==> src/hdl/mcrst_pkg.sv <==
// Shared constants, codes, functions and control types of the ring slot tracker.
package mcrst_pkg;

    localparam int MAX_SLOTS     = 16;
    localparam int MAX_CONSUMERS = 8;

    localparam int SEQ_W       = 64;
    localparam int SLOT_W      = 4;
    localparam int CID_W       = 3;
    localparam int CMD_W       = 2;
    localparam int STATUS_W    = 3;
    localparam int SLOT_CNT_W  = 5;
    localparam int CONS_CNT_W  = 4;
    localparam int CFG_ADDR_W  = 1;
    localparam int CFG_DATA_W  = 5;
    localparam int S_TDATA_W   = 8;
    localparam int M_TDATA_W   = 8;

    // residue unit: one nibble of a sequence per cycle
    localparam int DIGITS      = SEQ_W / 4;
    localparam int DIG_W       = 4;
    // lanes 0..MAX_CONSUMERS-1 are read sequences, lane MAX_CONSUMERS is the write sequence
    localparam int LANE_W      = 4;

    localparam logic [CMD_W-1:0] CMD_PROD_ACQ = 2'd0;
    localparam logic [CMD_W-1:0] CMD_PROD_REL = 2'd1;
    localparam logic [CMD_W-1:0] CMD_CONS_ACQ = 2'd2;
    localparam logic [CMD_W-1:0] CMD_CONS_REL = 2'd3;

    localparam logic [STATUS_W-1:0] ST_OK      = 3'd0;
    localparam logic [STATUS_W-1:0] ST_FULL    = 3'd1;
    localparam logic [STATUS_W-1:0] ST_EMPTY   = 3'd2;
    localparam logic [STATUS_W-1:0] ST_NOCLAIM = 3'd3;
    localparam logic [STATUS_W-1:0] ST_BAD     = 3'd4;

    localparam logic [CFG_ADDR_W-1:0] CFG_SLOT_COUNT     = 1'd0;
    localparam logic [CFG_ADDR_W-1:0] CFG_CONSUMER_COUNT = 1'd1;

    localparam logic [SLOT_CNT_W-1:0] SLOT_COUNT_RST     = 5'd16;
    localparam logic [CONS_CNT_W-1:0] CONSUMER_COUNT_RST = 4'd1;

    typedef struct packed {
        logic              load;
        logic              scan_step;
        logic              exec;
        logic              mod_step;
        logic              mod_first;
        logic              mod_wr;
        logic              mod_sel_ws;
        logic [CID_W-1:0]  rd_addr;
        logic [DIG_W-1:0]  mod_digit;
    } ctrl_cmd_t;

    typedef struct packed {
        logic              out_busy;
        logic              slot_cfg_wr;
        logic [CID_W-1:0]  nc_last;
    } dp_status_t;

    function automatic logic [SLOT_CNT_W-1:0] eff_slots(input logic [SLOT_CNT_W-1:0] cnt);
        logic [SLOT_CNT_W-1:0] r;
        r = cnt;
        if (cnt == '0) r = SLOT_CNT_W'(1);
        else if (cnt > SLOT_CNT_W'(MAX_SLOTS)) r = SLOT_CNT_W'(MAX_SLOTS);
        return r;
    endfunction

    function automatic logic [CONS_CNT_W-1:0] eff_consumers(input logic [CONS_CNT_W-1:0] cnt);
        logic [CONS_CNT_W-1:0] r;
        r = cnt;
        if (cnt == '0) r = CONS_CNT_W'(1);
        else if (cnt > CONS_CNT_W'(MAX_CONSUMERS)) r = CONS_CNT_W'(MAX_CONSUMERS);
        return r;
    endfunction

endpackage

==> src/hdl/mcrst_ctrl.sv <==
// Controller state machine: request sequencing, minimum scan and residue rebuild.
module mcrst_ctrl (
    input  logic                              aclk,
    input  logic                              aresetn,
    input  logic                              s_tvalid,
    output logic                              s_tready,
    input  logic [mcrst_pkg::CMD_W-1:0]       in_cmd,
    input  mcrst_pkg::dp_status_t             status,
    output mcrst_pkg::ctrl_cmd_t              cmd
);

    typedef enum logic [3:0] {
        S_IDLE   = 4'b0001,
        S_SCAN   = 4'b0010,
        S_EXEC   = 4'b0100,
        S_RECOMP = 4'b1000
    } state_t;

    state_t                              state_reg, state_next;
    logic [mcrst_pkg::CID_W-1:0]         cnt_reg, cnt_next;
    logic [mcrst_pkg::LANE_W-1:0]        lane_reg, lane_next;
    logic [mcrst_pkg::DIG_W-1:0]         digit_reg, digit_next;
    logic                                pend_reg, pend_next;
    logic                                pend_clr;

    always_comb begin
        state_next = state_reg;
        cnt_next   = cnt_reg;
        lane_next  = lane_reg;
        digit_next = digit_reg;
        pend_clr   = 1'b0;
        cmd        = '0;
        s_tready   = (state_reg == S_IDLE) && !pend_reg;

        case (state_reg)
            S_IDLE: begin
                if (pend_reg) begin
                    pend_clr   = 1'b1;
                    lane_next  = '0;
                    digit_next = mcrst_pkg::DIG_W'(mcrst_pkg::DIGITS - 1);
                    state_next = S_RECOMP;
                end else if (s_tvalid) begin
                    cmd.load = 1'b1;
                    if (in_cmd == mcrst_pkg::CMD_PROD_ACQ) begin
                        cnt_next   = '0;
                        state_next = S_SCAN;
                    end else begin
                        state_next = S_EXEC;
                    end
                end
            end
            S_SCAN: begin
                cmd.scan_step = 1'b1;
                cmd.rd_addr   = cnt_reg;
                if (cnt_reg == status.nc_last) begin
                    state_next = S_EXEC;
                end else begin
                    cnt_next = cnt_reg + 1'b1;
                end
            end
            S_EXEC: begin
                // hold until the output register can take the result
                if (!status.out_busy) begin
                    cmd.exec   = 1'b1;
                    state_next = S_IDLE;
                end
            end
            S_RECOMP: begin
                cmd.mod_step   = 1'b1;
                cmd.mod_first  = (digit_reg == mcrst_pkg::DIG_W'(mcrst_pkg::DIGITS - 1));
                cmd.mod_digit  = digit_reg;
                cmd.rd_addr    = lane_reg[mcrst_pkg::CID_W-1:0];
                cmd.mod_sel_ws = (lane_reg == mcrst_pkg::LANE_W'(mcrst_pkg::MAX_CONSUMERS));
                if (digit_reg == '0) begin
                    cmd.mod_wr = 1'b1;
                    digit_next = mcrst_pkg::DIG_W'(mcrst_pkg::DIGITS - 1);
                    if (cmd.mod_sel_ws) begin
                        state_next = S_IDLE;
                    end else begin
                        lane_next = lane_reg + 1'b1;
                    end
                end else begin
                    digit_next = digit_reg - 1'b1;
                end
            end
            default: begin
                state_next = S_IDLE;
            end
        endcase

        // a slot count write during a rebuild forces another one
        pend_next = (pend_reg && !pend_clr) || status.slot_cfg_wr;
    end

    always_ff @(posedge aclk) begin
        if (!aresetn) begin
            state_reg <= S_IDLE;
            cnt_reg   <= '0;
            lane_reg  <= '0;
            digit_reg <= '0;
            pend_reg  <= 1'b0;
        end else begin
            state_reg <= state_next;
            cnt_reg   <= cnt_next;
            lane_reg  <= lane_next;
            digit_reg <= digit_next;
            pend_reg  <= pend_next;
        end
    end

`ifndef SYNTH
    a_accept_starts_work: assert property (@(posedge aclk) disable iff (!aresetn)
        (s_tvalid && s_tready) |=> (state_reg == S_SCAN || state_reg == S_EXEC))
        else $error("accepted request did not start work");
`endif

endmodule

==> src/hdl/mcrst_dp.sv <==
// Datapath: sequences, slot residues, claim masks, minimum scan and result register.
module mcrst_dp (
    input  logic                                  aclk,
    input  logic                                  aresetn,
    input  logic [mcrst_pkg::CMD_W-1:0]           in_cmd,
    input  logic [mcrst_pkg::CID_W-1:0]           in_id,
    input  logic                                  cfg_wr_en,
    input  logic [mcrst_pkg::CFG_ADDR_W-1:0]      cfg_addr,
    input  logic [mcrst_pkg::CFG_DATA_W-1:0]      cfg_wdata,
    input  mcrst_pkg::ctrl_cmd_t                  cmd,
    output mcrst_pkg::dp_status_t                 status,
    output logic                                  m_tvalid,
    input  logic                                  m_tready,
    output logic [mcrst_pkg::M_TDATA_W-1:0]       m_tdata
);

    localparam int SEQ_W  = mcrst_pkg::SEQ_W;
    localparam int SLOT_W = mcrst_pkg::SLOT_W;
    localparam int NCONS  = mcrst_pkg::MAX_CONSUMERS;
    localparam int NSLOTS = mcrst_pkg::MAX_SLOTS;

    logic [mcrst_pkg::SLOT_CNT_W-1:0] slot_count_reg;
    logic [mcrst_pkg::CONS_CNT_W-1:0] consumer_count_reg;
    logic [mcrst_pkg::SLOT_CNT_W-1:0] ns;
    logic [mcrst_pkg::CONS_CNT_W-1:0] nc;

    logic [mcrst_pkg::CMD_W-1:0]      req_cmd_reg;
    logic [mcrst_pkg::CID_W-1:0]      req_id_reg;
    logic [SEQ_W-1:0]                 min_reg;
    logic [SLOT_W-1:0]                rem_reg;

    logic [SEQ_W-1:0]                 ws_reg;
    logic [SEQ_W-1:0]                 rs_reg    [NCONS];
    logic [SLOT_W-1:0]                wslot_reg;
    logic [SLOT_W-1:0]                rslot_reg [NCONS];
    logic [NCONS-1:0]                 mask_reg  [NSLOTS];

    logic                             m_valid_reg;
    logic [mcrst_pkg::M_TDATA_W-1:0]  m_data_reg;

    logic [mcrst_pkg::CID_W-1:0]      addr;
    logic [SEQ_W-1:0]                 rs_sel;
    logic [SEQ_W-1:0]                 mod_val;
    logic [3:0]                       nib;
    logic [SLOT_W-1:0]                rem_next;

    logic                             res_ok;
    logic [SLOT_W-1:0]                res_slot;
    logic [mcrst_pkg::STATUS_W-1:0]   res_status;
    logic                             ws_inc, rs_inc, mask_arm, mask_clr;
    logic [SLOT_W-1:0]                cslot;
    logic [SLOT_W-1:0]                prev_wslot;
    logic [SEQ_W-1:0]                 ws_plus, rs_plus;
    logic [SLOT_W-1:0]                wslot_inc, rslot_inc;
    logic [NCONS-1:0]                 arm_mask;
    logic                             full, rs_caught, bad_id;

    assign ns = mcrst_pkg::eff_slots(slot_count_reg);
    assign nc = mcrst_pkg::eff_consumers(consumer_count_reg);

    assign status.out_busy    = m_valid_reg && !m_tready;
    assign status.slot_cfg_wr = cfg_wr_en && (cfg_addr == mcrst_pkg::CFG_SLOT_COUNT);
    assign status.nc_last     = mcrst_pkg::CID_W'(nc - 1'b1);

    // one read port over the read sequences
    assign addr    = cmd.exec ? req_id_reg : cmd.rd_addr;
    assign rs_sel  = rs_reg[addr];
    assign mod_val = cmd.mod_sel_ws ? ws_reg : rs_sel;
    assign nib     = 4'(mod_val >> {cmd.mod_digit, 2'b00});

    // fold one nibble into the running remainder, one bit per compare-subtract
    always_comb begin
        logic [SLOT_W-1:0] r;
        logic [SLOT_W:0]   t;
        r = cmd.mod_first ? '0 : rem_reg;
        for (int k = 3; k >= 0; k--) begin
            t = {r, nib[k]};
            if (t >= ns) r = SLOT_W'(t - ns);
            else r = t[SLOT_W-1:0];
        end
        rem_next = r;
    end

    always_comb begin
        for (int i = 0; i < NCONS; i++) begin
            arm_mask[i] = (mcrst_pkg::CONS_CNT_W'(i) < nc);
        end
    end

    assign ws_plus    = ws_reg + 1'b1;
    assign rs_plus    = rs_sel + 1'b1;
    assign cslot      = rslot_reg[req_id_reg];
    assign prev_wslot = (wslot_reg == '0) ? SLOT_W'(ns - 1'b1) : wslot_reg - 1'b1;
    assign wslot_inc  = (ws_plus == '0 || ({1'b0, wslot_reg} + 1'b1) == ns) ? '0
                                                                             : wslot_reg + 1'b1;
    assign rslot_inc  = (rs_plus == '0 || ({1'b0, cslot} + 1'b1) == ns) ? '0 : cslot + 1'b1;
    assign full       = (ws_reg - min_reg) >= SEQ_W'(ns);
    assign rs_caught  = rs_sel >= ws_reg;
    assign bad_id     = {1'b0, req_id_reg} >= nc;

    always_comb begin
        res_ok     = 1'b0;
        res_slot   = '0;
        res_status = mcrst_pkg::ST_OK;
        ws_inc     = 1'b0;
        rs_inc     = 1'b0;
        mask_arm   = 1'b0;
        mask_clr   = 1'b0;
        case (req_cmd_reg)
            mcrst_pkg::CMD_PROD_ACQ: begin
                if (full) begin
                    res_status = mcrst_pkg::ST_FULL;
                end else begin
                    res_ok   = 1'b1;
                    res_slot = wslot_reg;
                    ws_inc   = 1'b1;
                end
            end
            mcrst_pkg::CMD_PROD_REL: begin
                if (ws_reg == '0) begin
                    res_status = mcrst_pkg::ST_BAD;
                end else begin
                    res_ok   = 1'b1;
                    res_slot = prev_wslot;
                    mask_arm = 1'b1;
                end
            end
            mcrst_pkg::CMD_CONS_ACQ: begin
                if (bad_id) begin
                    res_status = mcrst_pkg::ST_BAD;
                end else if (rs_caught) begin
                    res_status = mcrst_pkg::ST_EMPTY;
                end else if (!mask_reg[cslot][req_id_reg]) begin
                    res_status = mcrst_pkg::ST_NOCLAIM;
                end else begin
                    res_ok   = 1'b1;
                    res_slot = cslot;
                    mask_clr = 1'b1;
                end
            end
            mcrst_pkg::CMD_CONS_REL: begin
                if (bad_id || rs_caught) begin
                    res_status = mcrst_pkg::ST_BAD;
                end else begin
                    res_ok   = 1'b1;
                    res_slot = cslot;
                    rs_inc   = 1'b1;
                end
            end
            default: begin
                res_status = mcrst_pkg::ST_BAD;
            end
        endcase
    end

    always_ff @(posedge aclk) begin
        if (!aresetn) begin
            slot_count_reg     <= mcrst_pkg::SLOT_COUNT_RST;
            consumer_count_reg <= mcrst_pkg::CONSUMER_COUNT_RST;
            ws_reg             <= '0;
            wslot_reg          <= '0;
            m_valid_reg        <= 1'b0;
            for (int i = 0; i < NCONS; i++) begin
                rs_reg[i]    <= '0;
                rslot_reg[i] <= '0;
            end
            for (int j = 0; j < NSLOTS; j++) begin
                mask_reg[j] <= '0;
            end
        end else begin
            if (cfg_wr_en) begin
                case (cfg_addr)
                    mcrst_pkg::CFG_SLOT_COUNT:     slot_count_reg <= cfg_wdata;
                    mcrst_pkg::CFG_CONSUMER_COUNT: consumer_count_reg <= cfg_wdata[3:0];
                    default: ;
                endcase
            end

            if (cmd.mod_wr) begin
                if (cmd.mod_sel_ws) wslot_reg <= rem_next;
                else rslot_reg[cmd.rd_addr] <= rem_next;
            end

            if (cmd.exec) begin
                if (ws_inc) begin
                    ws_reg    <= ws_plus;
                    wslot_reg <= wslot_inc;
                end
                if (rs_inc) begin
                    rs_reg[req_id_reg]    <= rs_plus;
                    rslot_reg[req_id_reg] <= rslot_inc;
                end
                if (mask_arm) mask_reg[prev_wslot] <= arm_mask;
                if (mask_clr) mask_reg[cslot][req_id_reg] <= 1'b0;
            end

            if (cmd.exec) m_valid_reg <= 1'b1;
            else if (m_tready) m_valid_reg <= 1'b0;
        end
    end

    always_ff @(posedge aclk) begin
        if (cmd.load) begin
            req_cmd_reg <= in_cmd;
            req_id_reg  <= in_id;
            min_reg     <= '1;
        end else if (cmd.scan_step && rs_sel < min_reg) begin
            min_reg <= rs_sel;
        end
        if (cmd.mod_step) rem_reg <= rem_next;
        if (cmd.exec) m_data_reg <= {res_status, res_slot, res_ok};
    end

    assign m_tvalid = m_valid_reg;
    assign m_tdata  = m_data_reg;

`ifndef SYNTH
    a_exec_into_free_out: assert property (@(posedge aclk) disable iff (!aresetn)
        cmd.exec |-> !(m_valid_reg && !m_tready))
        else $error("result loaded over an unread result");

    a_exec_gives_result: assert property (@(posedge aclk) disable iff (!aresetn)
        cmd.exec |=> m_valid_reg)
        else $error("executed request left no result");
`endif

endmodule

==> src/hdl/multi_consumer_ring_slot_tracker.sv <==
// An accepted request goes to EXEC, which registers the result once the output is free; a
//   producer acquire first scans for the minimum read sequence in SCAN, one consumer per cycle.
// A new request is accepted only in IDLE, after the previous request has executed.
// A slot_count write blocks requests while the residue rebuild runs: it starts from IDLE,
//   then covers nine sequences at one nibble per cycle.
// Reset (aresetn low, synchronous) clears sequences, masks, residues and the output.
module multi_consumer_ring_slot_tracker (
    input  logic                                  aclk,
    input  logic                                  aresetn,
    input  logic                                  s_tvalid,
    output logic                                  s_tready,
    input  logic [mcrst_pkg::S_TDATA_W-1:0]       s_tdata,   // command[1:0], cons_sel[4:2]
    output logic                                  m_tvalid,
    input  logic                                  m_tready,
    output logic [mcrst_pkg::M_TDATA_W-1:0]       m_tdata,   // ok[0], slot[4:1], status[7:5]
    input  logic                                  cfg_wr_en,
    input  logic [mcrst_pkg::CFG_ADDR_W-1:0]      cfg_addr,
    input  logic [mcrst_pkg::CFG_DATA_W-1:0]      cfg_wdata
);

    mcrst_pkg::ctrl_cmd_t   cmd;
    mcrst_pkg::dp_status_t  status;
    logic [mcrst_pkg::CMD_W-1:0] in_cmd;
    logic [mcrst_pkg::CID_W-1:0] in_id;

    assign in_cmd = s_tdata[mcrst_pkg::CMD_W-1:0];
    assign in_id  = s_tdata[mcrst_pkg::CMD_W +: mcrst_pkg::CID_W];

    mcrst_ctrl u_ctrl (
        .aclk     (aclk),
        .aresetn  (aresetn),
        .s_tvalid (s_tvalid),
        .s_tready (s_tready),
        .in_cmd   (in_cmd),
        .status   (status),
        .cmd      (cmd)
    );

    mcrst_dp u_dp (
        .aclk      (aclk),
        .aresetn   (aresetn),
        .in_cmd    (in_cmd),
        .in_id     (in_id),
        .cfg_wr_en (cfg_wr_en),
        .cfg_addr  (cfg_addr),
        .cfg_wdata (cfg_wdata),
        .cmd       (cmd),
        .status    (status),
        .m_tvalid  (m_tvalid),
        .m_tready  (m_tready),
        .m_tdata   (m_tdata)
    );

endmodule

==> config.mk <==
export PLATFORM = sky130hd
export DESIGN_NAME = multi_consumer_ring_slot_tracker
export DESIGN_NICKNAME = d
export VERILOG_FILES = /design/src/hdl/mcrst_pkg.sv /design/src/hdl/mcrst_ctrl.sv /design/src/hdl/mcrst_dp.sv /design/src/hdl/multi_consumer_ring_slot_tracker.sv
export SDC_FILE = /design/constraint.sdc
export NUM_CORES = 2
export LEC_CHECK = 0
export BUFFER_PORTS_ARGS = -buffer_cell sky130_fd_sc_hd__buf_2
export CORE_MARGIN = 1
export CORE_UTILIZATION = 40
export CTS_CLUSTER_DIAMETER = 50
export DETAILED_ROUTE_END_ITERATION = 10
export GPL_ROUTABILITY_DRIVEN = 0
export PLACE_DENSITY = 0.59
export SYNTH_ARGS = -nofsm -noshare
export SYNTH_HDL_FRONTEND = slang
export SYNTH_SLANG_ARGS = --single-unit
export TNS_END_PERCENT = 100
==> constraint.sdc <==
create_clock -name aclk -period 20.5 [get_ports aclk]
set_input_delay 0 -clock aclk [delete_from_list [all_inputs] [get_ports aclk]]
set_output_delay 0 -clock aclk [all_outputs]
set_load 0.02 [all_outputs]
Word-level counts from Yosys, hierarchy flattened. Memories as Yosys holds them, arrays and structs flattened. A register that Yosys moved wholly into a read port is not among the register bits. Index checks and enable logic that the tools add are counted.

Register bits: 175. Bits in writable memories: 672. Input bits: 19. Output and inout bits: 10. Memories kept: 3.

$add $sub $neg: 17. Order comparisons: 20. Eq/ne operators: 23. Shifts and indexed selects: 1. Mux-type cells: 114. Bitwise operators: 1. Reduce and logical (&&, ||, !) cells: 37.

Memory list: u_dp.rs_reg (words 8, width 64, read ports 1, clocked after Yosys merged registers in 0, write ports 8, RTL line mcrst_dp.sv:33) `logic [SEQ_W-1:0] rs_reg [NCONS];`; u_dp.mask_reg (words 16, width 8, read ports 1, clocked after Yosys merged registers in 0, write ports 16, RTL line mcrst_dp.sv:36) `logic [NCONS-1:0] mask_reg [NSLOTS];`; u_dp.rslot_reg (words 8, width 4, read ports 1, clocked after Yosys merged registers in 1, write ports 8, RTL line mcrst_dp.sv:35) `logic [SLOT_W-1:0] rslot_reg [NCONS];`.

Operator list (count): zero test 64 bit (3); two-way mux 4 bit (37); adder 64 x 1 -> 64 bit, second input constant (2); two-way mux 64 bit (2); >= comparator 64 x 5 -> 1 bit (1); >= comparator 64 bit (1); < comparator 64 bit (1); OR reduction 64 bit (1); >> shifter 64 x 6 -> 4 bit (1); subtractor 64 bit (1); two-way mux 1 bit (44); two-way mux 3 bit (14); two-way mux 8 bit (4); one-hot mux 4 bit (4 select lines) (2); >= comparator 5 bit (4); < comparator 3 x 4 -> 1 bit, first input constant (4); one-hot mux 4 bit (2 select lines) (2); OR reduction 8 bit (2); subtractor 4 bit (4); adder 4 x 1 -> 4 bit, second input constant (3); == test 4 bit, second input constant (3); zero test 4 bit (3); != test 2 bit, second input constant (6); one-hot mux 3 bit (2 select lines) (2); other kinds (37) (66).

Depth between registers and ports, before layout. An unclocked memory read counts as a cell.

Depth in word-level cells: 20. Gate-level depth with buffers: 60. Gate-level depth less buffers: 52.

By module. Synthesis repeated with hierarchy kept, for this count alone.

Cell total of the unflattened synthesis: 5976. Area total of the unflattened synthesis: 54877.6 um^2.

Modules (own cells, without submodules): mcrst_dp (instances 1, cells an instance 5861, area an instance 53901.7 um^2); mcrst_ctrl (instances 1, cells an instance 115, area an instance 975.9 um^2).

Worst setup path before layout. Ideal clock, no wire load.

Kind: flip-flop to flip-flop. Start: reg u_ctrl.state_reg[3]. End: mem u_dp.rslot_reg[0][3] (data pin). Setup time: 0.267 ns. Arrival time: 10.221 ns. Data required time: 20.233 ns. Setup slack: 10.012 ns. Cell stages (with the launch flop): 57. Buffers on the path: 9. Cells stage by stage: dfxtp_1 buf_4 and3b_1 o21ai_2 nand2_4 buf_6 buf_6 buf_4 buf_4 buf_1 clkbuf_1 clkbuf_1 nand2_1 a311o_1 a2bb2oi_1 nor2_1 o221ai_1 o311ai_0 (+21 left out) o21ai_0 nand2b_1 a31o_2 a21o_1 a21oi_1 inv_1 o21ai_0 inv_1 ha_1 a21boi_0 o21ai_0 nand2b_1 a21oi_1 nor2_1 a31oi_1 nand2_1 nand2_1 a21oi_1.

RTL lines: start, declared (RTL line mcrst_ctrl.sv:19) `state_t state_reg, state_next;`; start signal, assigned (RTL line mcrst_ctrl.sv:103) `state_reg <= state_next;`; end, declared (RTL line mcrst_dp.sv:35).

==> metrics.md <==
| Metric | Value |
|---|---|
| EDFF count, synth | `689` |
| Number of cells on the worst reg-to-reg path | `48` |
| Initial Utilization | `40.5%` |
| Setup TNS | `0 ps` |
| Filler cell count | `12000` |
| Largest net degree at the start of global routing | `130` |
| Final hold slack | `34.5 ps` |
| Library cells used by synthesis | `108` |
| Warning count from the yosys run | `0` |
| Final Cycle Share | `65.0%` |
| Die area | `129000 um^2` |
| Setup Viol. Count Final | `0` |
| Post-place setup slack | `7380 ps` |
| Max reg flops | `512` |
| WL per Instance | `23.5 um` |
| Max cap viols | `0` |
| Register area | `23900 um^2` |
| Via density | `5.95` |
| DRC | `0` |
| FF+latch count, synth | `850` |
| I/O Buffers | `25` |
| Worst slew pin tran | `1280 ps` |
| Critical R2R Capture | `u_dp.rslot_reg[3][0]` |
| DRT antenna net count | `0` |
| Pwr Total | `4.84 mW` |
| Setup repair after global routing missed its margin | `false` |
| Most common flop cell mapped by yosys | `edfxtp_1` |
| Initial antenna violation count | `0` |
| Hold path startpoint | `s_tdata[1]` |
| Rel. slew slack | `13.6%` |
| Clock sink count | `850` |
| Slowest stage delay, CP | `850 ps` |
| Most common cell on crit path | `o21ai_0` |
| Max Buffers Root-to-Sink | `3` |
| Crit path capture type | `flop` |
| Layout area overhead | `11.3%` |
| Mapped Cells | `5379` |
| Hold path depth | `2` |
| Placeable Area | `126000 um^2` |
| Fmax | `75.1 MHz` |
| Slew Limit Fails | `0` |
| Endpoints failing hold | `0` |
| Startpoint types | `flop` |
| 1st-iter DRT viols | `4470` |
| H-tree levels | `3` |
| Reg-to-reg slack, setup | `7180 ps` |
| Pwr/cell area | `84.9 nW/um^2` |
| Worst clock skew | `99.0 ps` |
| HP Class | `in -> reg` |
| DR pass1 iterations | `6` |
| Crit path max-delay cell type | `buf_4` |
| Die W | `360 um` |
| Clock tree root buffer cell | `clkbuf_16` |
| Mapped Area | `51200 um^2` |
| Seq/Total Area, Yosys | `46.7%` |
| Grt ovf | `0` |
| Commonest non-fill, non-tap cell in the layout | `nor2_1` |
| Vias in the first global route | `40100` |
| Crit path buf inv count | `5` |
| CP required | `21050 ps` |
| Commonest cells after routing, fill and taps aside | `nor2_1, edfxtp_1, nand2_1` |
| Worst-case hold path end point | `u_dp.req_cmd_reg[1]` |
| VDD IR max | `78.9 uV` |
| CTS tree | `yes` |
| I/O Pins | `29` |
| Multi-input gate area | `25300 um^2` |
| First-pass GRT wire length | `249000 um` |
| Status | `completed` |
| Worst-skew pair later-pin latency | `750 ps` |
| Total wire length | `167000 um` |
| DPL Wire Length | `109000 um` |
| Critical R2R Launch | `u_ctrl.state_reg[3]` |
| Syn avg cell area | `9.52 um^2` |
| Fraction of registers with async set/reset | `0%` |
| Cell family with the largest share of critical-path delay | `compound AO/OA/AOI/OAI gates` |
| Final #Nets | `5590` |
| Crit path kind | `reg -> reg` |
| Critical path fanouts, max | `80` |
| Non-Filler Instances | `7074` |
| Cells after DPL | `6851` |
| Via Count | `42100` |
| Clock buffer count from CTS | `106` |
| Die Ht | `360 um` |
| Leakage | `21.7 nW` |
| Layout cells sized above 1 | `9.03%` |
| Num rows | `130` |
| Crit path DAT | `13870 ps` |
| Clock Pin Slew Worst Setup and Hold Paths | `60 ps` |
| Diodes inserted | `0` |
| Global-route usage over all layers | `25.0%` |
| Fin crit period | `13320 ps` |
| Worst setup margin | `7180 ps` |
| Synthesized net count | `5636` |
==> cells by family after synthesis <==
family          count (synthesis)  share of synthesized area [%]
compound gates               1129                           15.3
xor+xnor                      186                           3.18
buf+inv                       538                           4.49
mux                           216                           4.78
simple gates                 2222                           19.7
flops                         850                           46.7
fa+ha+maj                     238                           5.89
==> area by class of cell <==
cell class	count	share of cell area, %
Multi-Input combinational cell	3991	44.3
Tap cell	1650	3.62
Sequential cell	850	42.0
Clock buffer	127	4.90
Inverter	206	1.36
Clock inverter	72	1.50
Timing Repair Buffer	178	2.34
==> worst max-delay path by stage <==
stage	from	end	slack, ps	depth (start not counted)
5_1_grt	u_ctrl.state_reg[3]	u_dp.rslot_reg[1][0]	6160	48
2_1_floorplan	u_ctrl.state_reg[3]	u_dp.rslot_reg[0][3]	10010	56
6_report	u_ctrl.state_reg[3]	u_dp.rslot_reg[3][0]	7180	48
3_3_place_gp	u_ctrl.state_reg[3]	u_dp.rslot_reg[0][0]	7380	48
3_5_place_dp	u_ctrl.state_reg[3]	u_dp.rslot_reg[3][0]	7380	48
4_1_cts	u_ctrl.state_reg[3]	u_dp.rslot_reg[3][0]	7290	48
==> stage by stage <==
stage	cell area, um^2	utilization [%]
2_1_floorplan	51200	-
3_3_place_gp	53100	42.0
3_5_place_dp	53100	42.0
4_1_cts	57000	45.1
5_1_grt	57000	45.1
6_report	57000	45.1
==> worst reg2reg max path, delay by kind of cell (launching register included) <==
kind                     cells  cell delay (ps)
multiplexers                 2              690
buffers and inverters        5             2240
AO/OA/AOI/OAI               24             6110
adder cells (fa/ha/maj)      4             1260
flip-flops                   1              420
AND/OR/NAND/NOR             13             2440
==> synthesized netlist by cell type, types with 20 or more instances <==
master	number	share of area, %
ha_1	233	5.7
dfxtp_1	161	6.3
a311oi_1	27	0.46
nor3_1	89	0.87
nand2_1	569	4.2
buf_2	51	0.50
buf_6	20	0.44
nor2b_1	31	0.38
a21o_1	120	1.8
a221oi_1	21	0.36
nor4_1	47	0.57
nor2_1	980	7.2
xnor2_1	150	2.6
and2_1	35	0.43
a21oi_1	246	2.4
a32o_1	55	1.1
o21ai_0	263	2.6
o21a_1	23	0.34
mux4_2	22	0.97
nand2b_1	35	0.43
and3_1	66	0.81
o211ai_1	27	0.40
nand3_1	127	1.2
or3_1	38	0.46
nand4_1	93	1.1
a211oi_1	33	0.48
edfxtp_1	689	40
a31oi_1	109	1.3
a221oi_2	26	0.76
xor2_1	36	0.62
clkbuf_1	229	1.7
inv_1	203	1.5
mux2i_1	185	3.6
==> metal layers <==
metal  vias up  global-route usage, %  share of wire (%)
met5         -                      0                  0
met4         0                   10.2                4.1
met3       346                   4.10                6.9
met2      1578                   41.0                 47
met1     20600                   32.7                 43
li1      19500                      -                  -
==> timing repair <==
action / in CTS / in global routing
gates resized for setup: 0 / 0
buffers inserted: 0 / 0
endpoints found under the hold margin: 67 / 0
hold buffers: 24 / 0
==> power breakdown <==
| group | total (mW) | switching [mW] | internal (mW) | leakage [nW] |
|---|---|---|---|---|
| clock network | 1.93 | 0.797 | 1.13 | 1.74 |
| logic | 0.953 | 0.641 | 0.311 | 11.6 |
| registers | 1.96 | 0.0307 | 1.93 | 8.40 |
No activity file was read; power rests on OpenSTA's default activity.
